$ cat src/hw/rtl/ihp_pkg.sv
// ----------------------------------------------------------------------------
// Intel HEX record parser package
// Shared constants, result codes and the command and status groups that
// pass between the parser controller and its datapath.
// ----------------------------------------------------------------------------
package ihp_pkg;

    localparam int MAX_DATA_BYTES  = 32;
    localparam int MAX_LINE_CHARS  = 599;
    localparam int MIN_LINE_CHARS  = 11;
    localparam int CNT_W           = 10;
    localparam int IDX_W           = $clog2(MAX_DATA_BYTES);

    localparam logic [7:0] CHAR_COLON   = 8'h3A;
    localparam logic [7:0] CHAR_LF      = 8'h0A;
    localparam logic [7:0] CHAR_CR      = 8'h0D;
    localparam logic [7:0] CHAR_ZERO    = 8'h30;
    localparam logic [7:0] CHAR_NINE    = 8'h39;
    localparam logic [7:0] CHAR_UPPER_A = 8'h41;
    localparam logic [7:0] CHAR_UPPER_F = 8'h46;
    localparam logic [7:0] CHAR_LOWER_A = 8'h61;
    localparam logic [7:0] CHAR_LOWER_F = 8'h66;

    localparam logic [1:0] KIND_DATA  = 2'd0;
    localparam logic [1:0] KIND_EOF   = 2'd1;
    localparam logic [1:0] KIND_BAD   = 2'd2;
    localparam logic [1:0] KIND_EMPTY = 2'd3;

    localparam logic [2:0] ERR_NONE      = 3'd0;
    localparam logic [2:0] ERR_NO_COLON  = 3'd1;
    localparam logic [2:0] ERR_SHORT     = 3'd2;
    localparam logic [2:0] ERR_CHECKSUM  = 3'd3;
    localparam logic [2:0] ERR_TOO_LONG  = 3'd4;

    localparam logic [7:0] REC_DATA    = 8'h00;
    localparam logic [7:0] REC_EOF     = 8'h01;
    localparam logic [7:0] REC_SEGMENT = 8'h02;
    localparam logic [7:0] REC_LINEAR  = 8'h04;

    typedef struct packed {
        logic take_char;
        logic clear_count;
        logic cap_base;
        logic idx_clear;
        logic idx_inc;
        logic load_single;
        logic load_overlong;
        logic load_byte;
        logic set_base;
    } ctrl_cmd_t;

    typedef struct packed {
        logic       is_term;
        logic       cnt_zero;
        logic       overlong;
        logic       line_err;
        logic [7:0] rec_type;
        logic       n_zero;
        logic       idx_last;
        logic       out_free;
    } dp_status_t;

    function automatic logic [3:0] nib_of(input logic [7:0] c);
        logic [3:0] r;
        r = 4'd0;
        if (c >= CHAR_ZERO && c <= CHAR_NINE)
        begin
            r = 4'(c - CHAR_ZERO);
        end
        else if (c >= CHAR_UPPER_A && c <= CHAR_UPPER_F)
        begin
            r = 4'(c - CHAR_UPPER_A + 8'd10);
        end
        else if (c >= CHAR_LOWER_A && c <= CHAR_LOWER_F)
        begin
            r = 4'(c - CHAR_LOWER_A + 8'd10);
        end
        return r;
    endfunction

endpackage

$ cat src/hw/rtl/ihp_if.sv
// ----------------------------------------------------------------------------
// Intel HEX record parser channels
// Valid and ready channels for the character stream and the result stream.
// ----------------------------------------------------------------------------
interface ihp_char_if;
    logic       valid;
    logic       ready;
    logic [7:0] char_in;

    modport source (output valid, output char_in, input ready);
    modport sink   (input valid, input char_in, output ready);
endinterface

interface ihp_result_if;
    logic        valid;
    logic        ready;
    logic [1:0]  kind;
    logic [2:0]  error_code;
    logic [7:0]  data_byte;
    logic [31:0] byte_address;
    logic        last;

    modport source (output valid, output kind, output error_code, output data_byte,
                    output byte_address, output last, input ready);
    modport sink   (input valid, input kind, input error_code, input data_byte,
                    input byte_address, input last, output ready);
endinterface

$ cat src/hw/rtl/intel_hex_record_parser_unit.sv
// ----------------------------------------------------------------------------
// Intel HEX record parser
// Parses Intel HEX text into data bytes with absolute addresses, end of
// file markers and bad line reports.
// ----------------------------------------------------------------------------
// The character channel takes one ASCII character per request. While a line
// is being collected a character is taken every cycle. A CR or LF that ends
// a non-empty line holds the channel off while the record is checked and
// the bases are updated.
// A data record then gives its bytes on the result channel one at a time,
// each through the registered read of the line buffer in S_RD and then the
// output register in S_WR; characters are taken again once the last byte
// is loaded. End of file, empty data records and bad lines give a single
// result, loaded in S_END after the terminator; an overlong line gives its
// error from S_OVER after the dropped character.
// The output register holds a result until it is taken; while the receiver
// stalls, collection goes on until a result must be loaded.
// Reset clears the bases, the line state and the output valid; the line
// buffer needs no clearing pass.
// ----------------------------------------------------------------------------
module intel_hex_record_parser_unit (
    input  logic          clk,
    input  logic          rst_n,
    ihp_char_if.sink      char_ch,
    ihp_result_if.source  result_ch
);
    import ihp_pkg::*;

    ctrl_cmd_t  cmd;
    dp_status_t status;
    logic       in_ready;

    ihp_ctrl u_ctrl (
        .clk     (clk),
        .rst_n   (rst_n),
        .in_valid(char_ch.valid),
        .in_ready(in_ready),
        .status  (status),
        .cmd     (cmd)
    );

    ihp_datapath u_datapath (
        .clk      (clk),
        .rst_n    (rst_n),
        .char_in  (char_ch.char_in),
        .cmd      (cmd),
        .status   (status),
        .result_ch(result_ch)
    );

    assign char_ch.ready = in_ready;

endmodule

$ cat src/hw/rtl/ihp_ram.sv
// ----------------------------------------------------------------------------
// Generic RAM
// One write port and one read port with registered read data.
// ----------------------------------------------------------------------------
module ihp_ram #(
    parameter int WIDTH = 8,
    parameter int DEPTH = 32
) (
    input  logic                     clk,
    input  logic                     we,
    input  logic [$clog2(DEPTH)-1:0] waddr,
    input  logic [WIDTH-1:0]         wdata,
    input  logic [$clog2(DEPTH)-1:0] raddr,
    output logic [WIDTH-1:0]         rdata
);

    logic [WIDTH-1:0] mem [DEPTH];
    logic [WIDTH-1:0] rdata_reg;

    always_ff @(posedge clk)
    begin
        if (we)
        begin
            mem[waddr] <= wdata;
        end
        rdata_reg <= mem[raddr];
    end

    assign rdata = rdata_reg;

endmodule

$ cat src/hw/rtl/ihp_datapath.sv
// ----------------------------------------------------------------------------
// Intel HEX record parser datapath
// Line collection registers, record checks, base registers, the data byte
// buffer and the result output register.
// ----------------------------------------------------------------------------
module ihp_datapath (
    input  logic               clk,
    input  logic               rst_n,
    input  logic [7:0]         char_in,
    input  ihp_pkg::ctrl_cmd_t cmd,
    output ihp_pkg::dp_status_t status,
    ihp_result_if.source       result_ch
);
    import ihp_pkg::*;

    logic [CNT_W-1:0] char_count_reg, char_count_next;
    logic             colon_seen_reg, colon_seen_next;
    logic [3:0]       nibble_hold_reg, nibble_hold_next;
    logic [31:0]      header_bytes_reg, header_bytes_next;
    logic [7:0]       running_sum_reg, running_sum_next;
    logic [7:0]       checksum_byte_reg, checksum_byte_next;
    logic [15:0]      linear_base_reg, linear_base_next;
    logic [15:0]      segment_base_reg, segment_base_next;
    logic [7:0]       byte0_reg, byte0_next;
    logic [7:0]       byte1_reg, byte1_next;
    logic [31:0]      base_reg;
    logic [IDX_W-1:0] idx_reg;

    logic             out_valid_reg, out_valid_next;
    logic [1:0]       kind_reg, kind_next;
    logic [2:0]       err_reg, err_next;
    logic [7:0]       data_reg, data_next;
    logic [31:0]      addr_reg, addr_next;
    logic             last_reg, last_next;

    logic [7:0]       byte_val;
    logic [CNT_W-2:0] k_idx;
    logic [CNT_W-2:0] j_idx;
    logic [7:0]       rec_count;
    logic [7:0]       rec_type;
    logic [2:0]       line_err;
    logic [31:0]      base_comb;
    logic             is_term;
    logic             overlong;
    logic             out_free;
    logic             ram_we;
    logic [7:0]       ram_rdata;
    logic [7:0]       base_hi;
    logic [7:0]       base_lo;

    assign rec_count = header_bytes_reg[31:24];
    assign rec_type  = header_bytes_reg[7:0];
    assign byte_val  = {nibble_hold_reg, nib_of(char_in)};
    assign k_idx     = char_count_reg[CNT_W-1:1] - (CNT_W-1)'(1);
    assign j_idx     = k_idx - (CNT_W-1)'(4);
    assign is_term   = (char_in == CHAR_LF) || (char_in == CHAR_CR);
    assign overlong  = char_count_reg >= CNT_W'(MAX_LINE_CHARS);
    assign out_free  = !out_valid_reg || result_ch.ready;
    assign base_hi   = (rec_count > 8'd0) ? byte0_reg : 8'd0;
    assign base_lo   = (rec_count > 8'd1) ? byte1_reg : 8'd0;

    assign base_comb = {16'd0, header_bytes_reg[23:8]} + {linear_base_reg, 16'd0}
                     + {12'd0, segment_base_reg, 4'd0};

    always_comb
    begin
        if (!colon_seen_reg)
        begin
            line_err = ERR_NO_COLON;
        end
        else if (char_count_reg < CNT_W'(MIN_LINE_CHARS))
        begin
            line_err = ERR_SHORT;
        end
        else if (rec_count > 8'(MAX_DATA_BYTES))
        begin
            line_err = ERR_TOO_LONG;
        end
        else if (char_count_reg < CNT_W'(MIN_LINE_CHARS) + CNT_W'({rec_count, 1'b0}))
        begin
            line_err = ERR_SHORT;
        end
        else if (8'(8'd0 - running_sum_reg) != checksum_byte_reg)
        begin
            line_err = ERR_CHECKSUM;
        end
        else
        begin
            line_err = ERR_NONE;
        end
    end

    always_comb
    begin
        char_count_next    = char_count_reg;
        colon_seen_next    = colon_seen_reg;
        nibble_hold_next   = nibble_hold_reg;
        header_bytes_next  = header_bytes_reg;
        running_sum_next   = running_sum_reg;
        checksum_byte_next = checksum_byte_reg;
        byte0_next         = byte0_reg;
        byte1_next         = byte1_reg;
        ram_we             = 1'b0;
        if (cmd.take_char && !is_term)
        begin
            if (overlong)
            begin
                char_count_next = '0;
            end
            else
            begin
                if (char_count_reg == '0)
                begin
                    colon_seen_next    = (char_in == CHAR_COLON);
                    running_sum_next   = 8'd0;
                    header_bytes_next  = 32'd0;
                    checksum_byte_next = 8'd0;
                end
                else if (char_count_reg[0])
                begin
                    nibble_hold_next = nib_of(char_in);
                end
                else if (k_idx < (CNT_W-1)'(4))
                begin
                    header_bytes_next = (k_idx == '0) ? {24'd0, byte_val}
                                                      : {header_bytes_reg[23:0], byte_val};
                    running_sum_next  = running_sum_reg + byte_val;
                end
                else if (j_idx < (CNT_W-1)'(rec_count))
                begin
                    running_sum_next = running_sum_reg + byte_val;
                    ram_we           = j_idx < (CNT_W-1)'(MAX_DATA_BYTES);
                    if (j_idx == '0)
                    begin
                        byte0_next = byte_val;
                    end
                    if (j_idx == (CNT_W-1)'(1))
                    begin
                        byte1_next = byte_val;
                    end
                end
                else if (j_idx == (CNT_W-1)'(rec_count))
                begin
                    checksum_byte_next = byte_val;
                end
                char_count_next = char_count_reg + CNT_W'(1);
            end
        end
        if (cmd.clear_count)
        begin
            char_count_next = '0;
        end
    end

    always_comb
    begin
        linear_base_next  = linear_base_reg;
        segment_base_next = segment_base_reg;
        if (cmd.set_base)
        begin
            if (rec_type == REC_LINEAR)
            begin
                linear_base_next = {base_hi, base_lo};
            end
            if (rec_type == REC_SEGMENT)
            begin
                segment_base_next = {base_hi, base_lo};
            end
        end
    end

    always_comb
    begin
        out_valid_next = out_valid_reg && !result_ch.ready;
        kind_next      = kind_reg;
        err_next       = err_reg;
        data_next      = data_reg;
        addr_next      = addr_reg;
        last_next      = last_reg;
        if (cmd.load_single)
        begin
            out_valid_next = 1'b1;
            err_next       = line_err;
            data_next      = 8'd0;
            last_next      = 1'b1;
            addr_next      = 32'd0;
            if (line_err != ERR_NONE)
            begin
                kind_next = KIND_BAD;
            end
            else if (rec_type == REC_EOF)
            begin
                kind_next = KIND_EOF;
            end
            else
            begin
                kind_next = KIND_EMPTY;
                addr_next = base_comb;
            end
        end
        else if (cmd.load_overlong)
        begin
            out_valid_next = 1'b1;
            kind_next      = KIND_BAD;
            err_next       = ERR_TOO_LONG;
            data_next      = 8'd0;
            addr_next      = 32'd0;
            last_next      = 1'b1;
        end
        else if (cmd.load_byte)
        begin
            out_valid_next = 1'b1;
            kind_next      = KIND_DATA;
            err_next       = ERR_NONE;
            data_next      = ram_rdata;
            addr_next      = base_reg + 32'(idx_reg);
            last_next      = status.idx_last;
        end
    end

    always_ff @(posedge clk or negedge rst_n)
    begin
        if (!rst_n)
        begin
            char_count_reg    <= '0;
            colon_seen_reg    <= 1'b0;
            nibble_hold_reg   <= 4'd0;
            header_bytes_reg  <= 32'd0;
            running_sum_reg   <= 8'd0;
            checksum_byte_reg <= 8'd0;
            linear_base_reg   <= 16'd0;
            segment_base_reg  <= 16'd0;
            out_valid_reg     <= 1'b0;
        end
        else
        begin
            char_count_reg    <= char_count_next;
            colon_seen_reg    <= colon_seen_next;
            nibble_hold_reg   <= nibble_hold_next;
            header_bytes_reg  <= header_bytes_next;
            running_sum_reg   <= running_sum_next;
            checksum_byte_reg <= checksum_byte_next;
            linear_base_reg   <= linear_base_next;
            segment_base_reg  <= segment_base_next;
            out_valid_reg     <= out_valid_next;
        end
    end

    always_ff @(posedge clk)
    begin
        byte0_reg <= byte0_next;
        byte1_reg <= byte1_next;
        kind_reg  <= kind_next;
        err_reg   <= err_next;
        data_reg  <= data_next;
        addr_reg  <= addr_next;
        last_reg  <= last_next;
        if (cmd.cap_base)
        begin
            base_reg <= base_comb;
        end
        if (cmd.idx_clear)
        begin
            idx_reg <= '0;
        end
        else if (cmd.idx_inc)
        begin
            idx_reg <= idx_reg + IDX_W'(1);
        end
    end

    ihp_ram #(
        .WIDTH(8),
        .DEPTH(MAX_DATA_BYTES)
    ) u_buffer (
        .clk  (clk),
        .we   (ram_we),
        .waddr(j_idx[IDX_W-1:0]),
        .wdata(byte_val),
        .raddr(idx_reg),
        .rdata(ram_rdata)
    );

    assign status.is_term  = is_term;
    assign status.cnt_zero = (char_count_reg == '0);
    assign status.overlong = overlong;
    assign status.line_err = (line_err != ERR_NONE);
    assign status.rec_type = rec_type;
    assign status.n_zero   = (rec_count == 8'd0);
    assign status.idx_last = (8'(idx_reg) + 8'd1 == rec_count);
    assign status.out_free = out_free;

    assign result_ch.valid        = out_valid_reg;
    assign result_ch.kind         = kind_reg;
    assign result_ch.error_code   = err_reg;
    assign result_ch.data_byte    = data_reg;
    assign result_ch.byte_address = addr_reg;
    assign result_ch.last         = last_reg;

endmodule

$ cat src/hw/rtl/ihp_ctrl.sv
// ----------------------------------------------------------------------------
// Intel HEX record parser controller
// Sequences character collection, the line end decision and the emission
// of data bytes from the buffer.
// ----------------------------------------------------------------------------
module ihp_ctrl (
    input  logic                clk,
    input  logic                rst_n,
    input  logic                in_valid,
    output logic                in_ready,
    input  ihp_pkg::dp_status_t status,
    output ihp_pkg::ctrl_cmd_t  cmd
);
    import ihp_pkg::*;

    localparam logic [2:0] S_IDLE = 3'd0;
    localparam logic [2:0] S_END  = 3'd1;
    localparam logic [2:0] S_OVER = 3'd2;
    localparam logic [2:0] S_RD   = 3'd3;
    localparam logic [2:0] S_WR   = 3'd4;

    logic [2:0] state_reg, state_next;

    always_comb
    begin
        state_next = state_reg;
        cmd        = '0;
        in_ready   = 1'b0;
        unique case (state_reg)
            S_IDLE:
            begin
                in_ready = 1'b1;
                if (in_valid)
                begin
                    cmd.take_char = 1'b1;
                    if (status.is_term)
                    begin
                        if (!status.cnt_zero)
                        begin
                            state_next = S_END;
                        end
                    end
                    else if (status.overlong)
                    begin
                        state_next = S_OVER;
                    end
                end
            end
            S_END:
            begin
                if (status.out_free)
                begin
                    cmd.clear_count = 1'b1;
                    cmd.cap_base    = 1'b1;
                    cmd.idx_clear   = 1'b1;
                    state_next      = S_IDLE;
                    if (status.line_err)
                    begin
                        cmd.load_single = 1'b1;
                    end
                    else
                    begin
                        case (status.rec_type) inside
                            REC_DATA:
                            begin
                                if (status.n_zero)
                                begin
                                    cmd.load_single = 1'b1;
                                end
                                else
                                begin
                                    state_next = S_RD;
                                end
                            end
                            REC_EOF:
                            begin
                                cmd.load_single = 1'b1;
                            end
                            REC_LINEAR, REC_SEGMENT:
                            begin
                                cmd.set_base = 1'b1;
                            end
                            default:
                            begin
                            end
                        endcase
                    end
                end
            end
            S_OVER:
            begin
                if (status.out_free)
                begin
                    cmd.load_overlong = 1'b1;
                    state_next        = S_IDLE;
                end
            end
            S_RD:
            begin
                state_next = S_WR;
            end
            S_WR:
            begin
                if (status.out_free)
                begin
                    cmd.load_byte = 1'b1;
                    cmd.idx_inc   = 1'b1;
                    state_next    = status.idx_last ? S_IDLE : S_RD;
                end
            end
            default:
            begin
                state_next = S_IDLE;
            end
        endcase
    end

    always_ff @(posedge clk or negedge rst_n)
    begin
        if (!rst_n)
        begin
            state_reg <= S_IDLE;
        end
        else
        begin
            state_reg <= state_next;
        end
    end

endmodule

$ cat src/flat_wrapper.sv
// flat-port wrapper written by rule: the top's interface ports become plain ports
module intel_hex_record_parser_unit_flat import ihp_pkg::*;
  (clk, rst_n, char_ch_valid, char_ch_char_in, char_ch_ready, result_ch_valid, result_ch_kind, result_ch_error_code, result_ch_data_byte, result_ch_byte_address, result_ch_last, result_ch_ready);
  ihp_char_if char_ch_i ();
  ihp_result_if result_ch_i ();
  input  logic clk;
  input  logic rst_n;
  input wire logic [$bits(char_ch_i.valid)-1:0] char_ch_valid;
  input wire logic [$bits(char_ch_i.char_in)-1:0] char_ch_char_in;
  output wire logic [$bits(char_ch_i.ready)-1:0] char_ch_ready;
  output wire logic [$bits(result_ch_i.valid)-1:0] result_ch_valid;
  output wire logic [$bits(result_ch_i.kind)-1:0] result_ch_kind;
  output wire logic [$bits(result_ch_i.error_code)-1:0] result_ch_error_code;
  output wire logic [$bits(result_ch_i.data_byte)-1:0] result_ch_data_byte;
  output wire logic [$bits(result_ch_i.byte_address)-1:0] result_ch_byte_address;
  output wire logic [$bits(result_ch_i.last)-1:0] result_ch_last;
  input wire logic [$bits(result_ch_i.ready)-1:0] result_ch_ready;
  assign char_ch_i.valid = char_ch_valid;
  assign char_ch_i.char_in = char_ch_char_in;
  assign char_ch_ready = char_ch_i.ready;
  assign result_ch_valid = result_ch_i.valid;
  assign result_ch_kind = result_ch_i.kind;
  assign result_ch_error_code = result_ch_i.error_code;
  assign result_ch_data_byte = result_ch_i.data_byte;
  assign result_ch_byte_address = result_ch_i.byte_address;
  assign result_ch_last = result_ch_i.last;
  assign result_ch_i.ready = result_ch_ready;
  intel_hex_record_parser_unit u_core (.clk(clk), .rst_n(rst_n), .char_ch(char_ch_i), .result_ch(result_ch_i));
endmodule
$ cat config.mk
export PLATFORM = sky130hd
export DESIGN_NAME = intel_hex_record_parser_unit_flat
export DESIGN_NICKNAME = d
export VERILOG_FILES = /design/src/hw/rtl/ihp_pkg.sv /design/src/hw/rtl/ihp_if.sv /design/src/hw/rtl/intel_hex_record_parser_unit.sv /design/src/hw/rtl/ihp_ram.sv /design/src/hw/rtl/ihp_datapath.sv /design/src/hw/rtl/ihp_ctrl.sv /design/src/flat_wrapper.sv
export SDC_FILE = /design/constraint.sdc
export NUM_CORES = 1
export LEC_CHECK = 0
export ABC_AREA = 1
export BUFFER_PORTS_ARGS = -buffer_cell sky130_fd_sc_hd__buf_2
export CAP_MARGIN = 10
export CELL_PAD_IN_SITES_DETAIL_PLACEMENT = 0
export CELL_PAD_IN_SITES_GLOBAL_PLACEMENT = 2
export CORE_MARGIN = 2
export CORE_UTILIZATION = 35
export DETAILED_ROUTE_END_ITERATION = 6
export GPL_ROUTABILITY_DRIVEN = 1
export PLACE_DENSITY = 0.81
export SYNTH_ARGS = -nofsm -noshare
export SYNTH_HDL_FRONTEND = slang
export SYNTH_HIERARCHICAL = 1
export SYNTH_SLANG_ARGS = --single-unit
$ cat constraint.sdc
create_clock -name clk -period 9.6 [get_ports clk]
set_clock_uncertainty 0.05 [all_clocks]
set_input_delay 1.44 -clock clk [delete_from_list [all_inputs] [get_ports clk]]
set_output_delay 1.44 -clock clk [all_outputs]
set_load 0.02 [all_outputs]
==> impl_metrics.prom <==
# TYPE chip_impl_metric gauge
chip_impl_info{name="status",value="complete, no violations"} 1
chip_impl_metric{name="synth_warnings",unit=""} 6
chip_impl_info{name="grt_setup_unrepaired",value="false"} 1
chip_impl_metric{name="final_core_utilization",unit=""} 0.393
chip_impl_metric{name="drive_gt1_frac",unit=""} 0.0812
chip_impl_metric{name="design.final.nets",unit=""} 2513
chip_impl_metric{name="start_util",unit=""} 0.354
chip_impl_metric{name="timing.slew.headroom",unit=""} 0.177
chip_impl_metric{name="setup_violations",unit=""} 0
chip_impl_metric{name="post_synth_instance_area",unit="sq mm"} 0.0228
chip_impl_metric{name="clock_latency_late_sink",unit="ns"} 0.60
chip_impl_metric{name="layout_min_cycle_time",unit="ns"} 7.74
chip_impl_info{name="chain_of_cells_forming_the_critical_path",value="inv_1 > o21ai_0 > nand3_1 > nor3_1 > xor2_1 > ha_1 > nand2_1 > nor2_1 > nand3b_1 > nand3_1 > nand2_1 > inv_1 > nand2_1 > nand3_1 > nor2_4 > inv_1 > nor2_1 > a21oi_2 > buf_4 > nor2_2 > clkinv_1 > nor2_2 > clkinv_1 > buf_4"} 1
chip_impl_metric{name="critical-path-max-stage-delay",unit="ns"} 0.83
chip_impl_metric{name="yosys.cell_types.count",unit=""} 55
chip_impl_info{name="area_contributors_post_synth",value="edfxtp_1, nand2_1, dfrtp_1"} 1
chip_impl_metric{name="worst_pin_slew",unit="ns"} 1.23
chip_impl_metric{name="first_iter_violations",unit=""} 1452
chip_impl_metric{name="sum_of_routed_wire_length_over_all_layers",unit="microns"} 62500
chip_impl_metric{name="detailroute.via_count",unit=""} 16700
chip_impl_metric{name="total_congestion_overflow_after_global_routing",unit=""} 0
chip_impl_metric{name="r2r_cells",unit=""} 24
chip_impl_metric{name="grt_max_degree",unit=""} 97
chip_impl_metric{name="synth_area_per_cell",unit="sq um"} 9.48
chip_impl_info{name="cpLargestDelayFamily",value="simple AND/OR/NAND/NOR gates"} 1
chip_impl_info{name="holdPathEnd",value="u_core/u_datapath/result_ch.data_byte[5]$_SDFFE_PP0P_"} 1
chip_impl_metric{name="syn_inst",unit=""} 2405
chip_impl_metric{name="track_usage",unit=""} 0.189
chip_impl_metric{name="flop_and_latch_count_out_of_synthesis",unit=""} 462
chip_impl_metric{name="max_freq",unit="GHz"} 0.129
chip_impl_metric{name="tritoncts_num_sinks",unit=""} 462
chip_impl_metric{name="core-area",unit="sq mm"} 0.0645
chip_impl_metric{name="synth.top_cell.area_share",unit=""} 0.449
chip_impl_info{name="min-delay-path-class",value="reg -> reg"} 1
chip_impl_metric{name="dr.pass1.iters",unit=""} 7
chip_impl_info{name="largest_register",value="u_core/u_datapath/u_buffer/mem"} 1
chip_impl_metric{name="final_min_period_over_clock_period",unit=""} 0.807
chip_impl_metric{name="setup_tns_final",unit="ns"} 0
chip_impl_metric{name="detail_route.drc_violations",unit=""} 0
chip_impl_metric{name="top_level_ports",unit=""} 60
chip_impl_metric{name="clock_tree.buffer_depth",unit=""} 3
chip_impl_metric{name="critPathRequiredTime",unit="ns"} 9.85
chip_impl_metric{name="synth_enable_flop_cells",unit=""} 341
chip_impl_info{name="cp-end-kind",value="flip-flop"} 1
chip_impl_info{name="ys_dominant_reg_cell",value="edfxtp_1"} 1
chip_impl_metric{name="core.rowCount",unit=""} 93
chip_impl_info{name="cts-root-buf",value="clkbuf_16"} 1
chip_impl_metric{name="max_fo_critical_path",unit=""} 36
chip_impl_metric{name="largest_reg_flops",unit=""} 256
chip_impl_metric{name="dp.final_hpwl",unit="microns"} 42300
chip_impl_metric{name="total_leakage_power",unit="nW"} 10.6
chip_impl_metric{name="die-area",unit="sq mm"} 0.0672
chip_impl_metric{name="dieWidth",unit="microns"} 259
chip_impl_metric{name="vias_per_cell",unit=""} 5.02
chip_impl_metric{name="post_cts.resized_instances",unit=""} 0
chip_impl_metric{name="cts_setup_buffers",unit=""} 0
chip_impl_metric{name="route.detailed.wl_per_inst",unit="microns"} 18.8
chip_impl_info{name="worstSetupStartpointType",value="flip-flop"} 1
chip_impl_info{name="critPathKind",value="reg -> reg"} 1
chip_impl_metric{name="max_cap_viol_count",unit=""} 0
chip_impl_metric{name="place.gp.congestion",unit=""} 0.831
chip_impl_metric{name="critical_path_arrival",unit="ns"} 7.99
chip_impl_metric{name="async_reset_ff_frac",unit=""} 0.214
chip_impl_metric{name="critical_path.n_buffers_inverters",unit=""} 7
chip_impl_info{name="most_frequent_cells_after_synthesis",value="nand2_1, edfxtp_1, nand3_1, nor2_1, inv_1"} 1
chip_impl_metric{name="cts_hold_buffers",unit=""} 0
chip_impl_metric{name="yosysSeqAreaShare",unit=""} 0.577
chip_impl_metric{name="chipHeight",unit="microns"} 259
chip_impl_info{name="synthMostInstantiatedCell",value="nand2_1"} 1
chip_impl_info{name="rr_endpoint",value="u_core/u_datapath/result_ch.byte_address[15]$_DFFE_PP_"} 1
chip_impl_metric{name="timing_max_transition_violations_final",unit=""} 0
chip_impl_info{name="holdCritStartpoint",value="u_core/u_datapath/u_buffer/rdata[5]$_DFF_P_"} 1
chip_impl_metric{name="final_hold_vio_count",unit=""} 0
chip_impl_metric{name="grt_pass1_vias",unit=""} 16700
chip_impl_metric{name="drtAntennaViolNets",unit=""} 0
chip_impl_metric{name="area_growth",unit="%"} 11.3
chip_impl_metric{name="clk_pin_slew_worst_paths",unit="ns"} 0.06
chip_impl_info{name="timing.critical_path.slowest_stage_cell",value="clkinv_1"} 1
chip_impl_metric{name="irDropWorstVdd",unit="mV"} 0.128
chip_impl_metric{name="numCtsBuffers",unit=""} 50
chip_impl_metric{name="worstHoldPathCells",unit=""} 1
chip_impl_info{name="clock_tree_from_tritoncts",value="yes"} 1
chip_impl_metric{name="setup.reg_to_reg.worst_slack",unit="ns"} 1.86
chip_impl_info{name="worst_r2r_startpoint",value="u_core/u_datapath/header_bytes_reg[24]$_DFFE_PN0P_"} 1
chip_impl_metric{name="h_tree_levels",unit=""} 2
chip_impl_metric{name="grt_antenna_before_repair",unit=""} 2
chip_impl_metric{name="postSynthNetCount",unit=""} 2484
chip_impl_info{name="yosys.area.top_type",value="edfxtp_1"} 1
chip_impl_metric{name="port-buffer-count",unit=""} 59
chip_impl_metric{name="diodes",unit=""} 0
chip_impl_metric{name="power_density",unit="mW/mm^2"} 241
chip_impl_metric{name="global_route_wire_length_before_repair",unit="microns"} 97600
how the worst max path moves through the flow:
stage                                                       startpoint                                                      to  slack [ns]  depth (start not counted)
finish              u_core/u_datapath/header_bytes_reg[24]$_DFFE_PN0P_  u_core/u_datapath/result_ch.byte_address[15]$_DFFE_PP_        1.86                         24
global route        u_core/u_datapath/header_bytes_reg[24]$_DFFE_PN0P_  u_core/u_datapath/result_ch.byte_address[15]$_DFFE_PP_        1.29                         24
CTS                 u_core/u_datapath/header_bytes_reg[24]$_DFFE_PN0P_   u_core/u_datapath/result_ch.byte_address[9]$_DFFE_PP_        1.96                         24
detailed placement  u_core/u_datapath/header_bytes_reg[24]$_DFFE_PN0P_  u_core/u_datapath/result_ch.byte_address[27]$_DFFE_PP_        2.04                         24
global placement    u_core/u_datapath/header_bytes_reg[24]$_DFFE_PN0P_  u_core/u_datapath/result_ch.byte_address[16]$_DFFE_PP_        2.23                         24
floorplan                                           char_ch_char_in[0]        u_core/u_datapath/running_sum_reg[6]$_DFFE_PN0P_        4.26                         19
where the power goes:
group	internal, W	switching (W)
Sequential	0.00233	0.000140
Clock	0.00121	0.000798
Combinational	0.000443	0.00120
Total	0.00398	0.00214
cells by family (layout without fill, tap and decap cells):
logic type                 Yosys count  after routing  synth area share
DFF                                462            462             0.577
xor gates and xnor gates            50             50            0.0195
and+or+nand+nor                   1363           1363             0.258
AOI/OAI and AO/OA                  200            200            0.0499
buffers and inverters              263            332            0.0576
adders and majority gates           67             67            0.0378
worst register-to-register path: stages (launching register included):
cell      delay [ns]
dfrtp_1         0.50
inv_1           0.13
o21ai_0         0.32
nand3_1         0.19
nor3_1          0.24
xor2_1          0.20
ha_1            0.25
nand2_1         0.10
nor2_1          0.07
nand3b_1        0.09
nand3_1         0.13
nand2_1         0.09
inv_1           0.04
nand2_1         0.07
nand3_1         0.11
nor2_4          0.66
inv_1           0.20
nor2_1          0.17
a21oi_2         0.06
buf_4           0.25
nor2_2          0.83
clkinv_1        0.84
nor2_2          0.76
clkinv_1        0.64
buf_4           0.44
per-stage QoR:
step / hold WS [ns] / instances / worst slack, ns / instance area (sq um) / power, W
floorplan: 0.383 / 2405 / 4.26 / 22800 / 0.00361
global placement: 0.388 / 3237 / 2.23 / 23600 / 0.00415
detailed placement: 0.395 / 3237 / 2.04 / 23600 / 0.00414
CTS: 0.408 / 3329 / 1.96 / 25400 / 0.00617
global route: 0.431 / 3329 / 1.29 / 25400 / 0.00647
finish: 0.408 / 3329 / 1.86 / 25400 / 0.00612
placed cells by master, fill, tap and decap left out, types with 3 or more instances in the layout:
cell,n
buf_2,58
o211ai_1,7
o21ai_1,18
bufinv_16,7
nor2_1,160
o31ai_1,4
nor2_2,9
o21ai_0,62
nand2_1,763
nor3_1,24
o21ai_4,3
dfxtp_1,20
dfrtp_1,99
xor2_1,37
clkbuf_1,11
xnor2_1,12
edfxtp_1,341
a21oi_1,69
clkinv_1,7
a22o_1,8
ha_1,64
or2_2,6
nand2_2,3
fa_1,3
inv_2,5
nand4_1,52
o21bai_1,3
a21o_1,5
o22ai_1,7
clkbuf_8,4
nor4_1,7
nand3_1,309
buf_4,18
clkbuf_16,52
and3_1,3
nand3b_1,9
clkinv_2,9
inv_1,155
nor2_4,6
o21a_1,3
routing by layer:
layer	wire, microns	GRT usage	up-vias
met5	0	0	-
met4	1560	0.0511	0
met3	2810	0.0269	89
met2	29600	0.315	346
met1	28500	0.256	8071
li1	-	-	8221
cell type report:
class	count	area [sq um]
Clock inverter	25	330
Tap cell	855	1070
Fill cell	6427	39100
Clock buffer	67	1400
Inverter	164	617
Multi-Input combinational cell	1680	8360
Sequential cell	462	13200
Timing Repair Buffer	76	425
(Power assumes the default switching activity.)
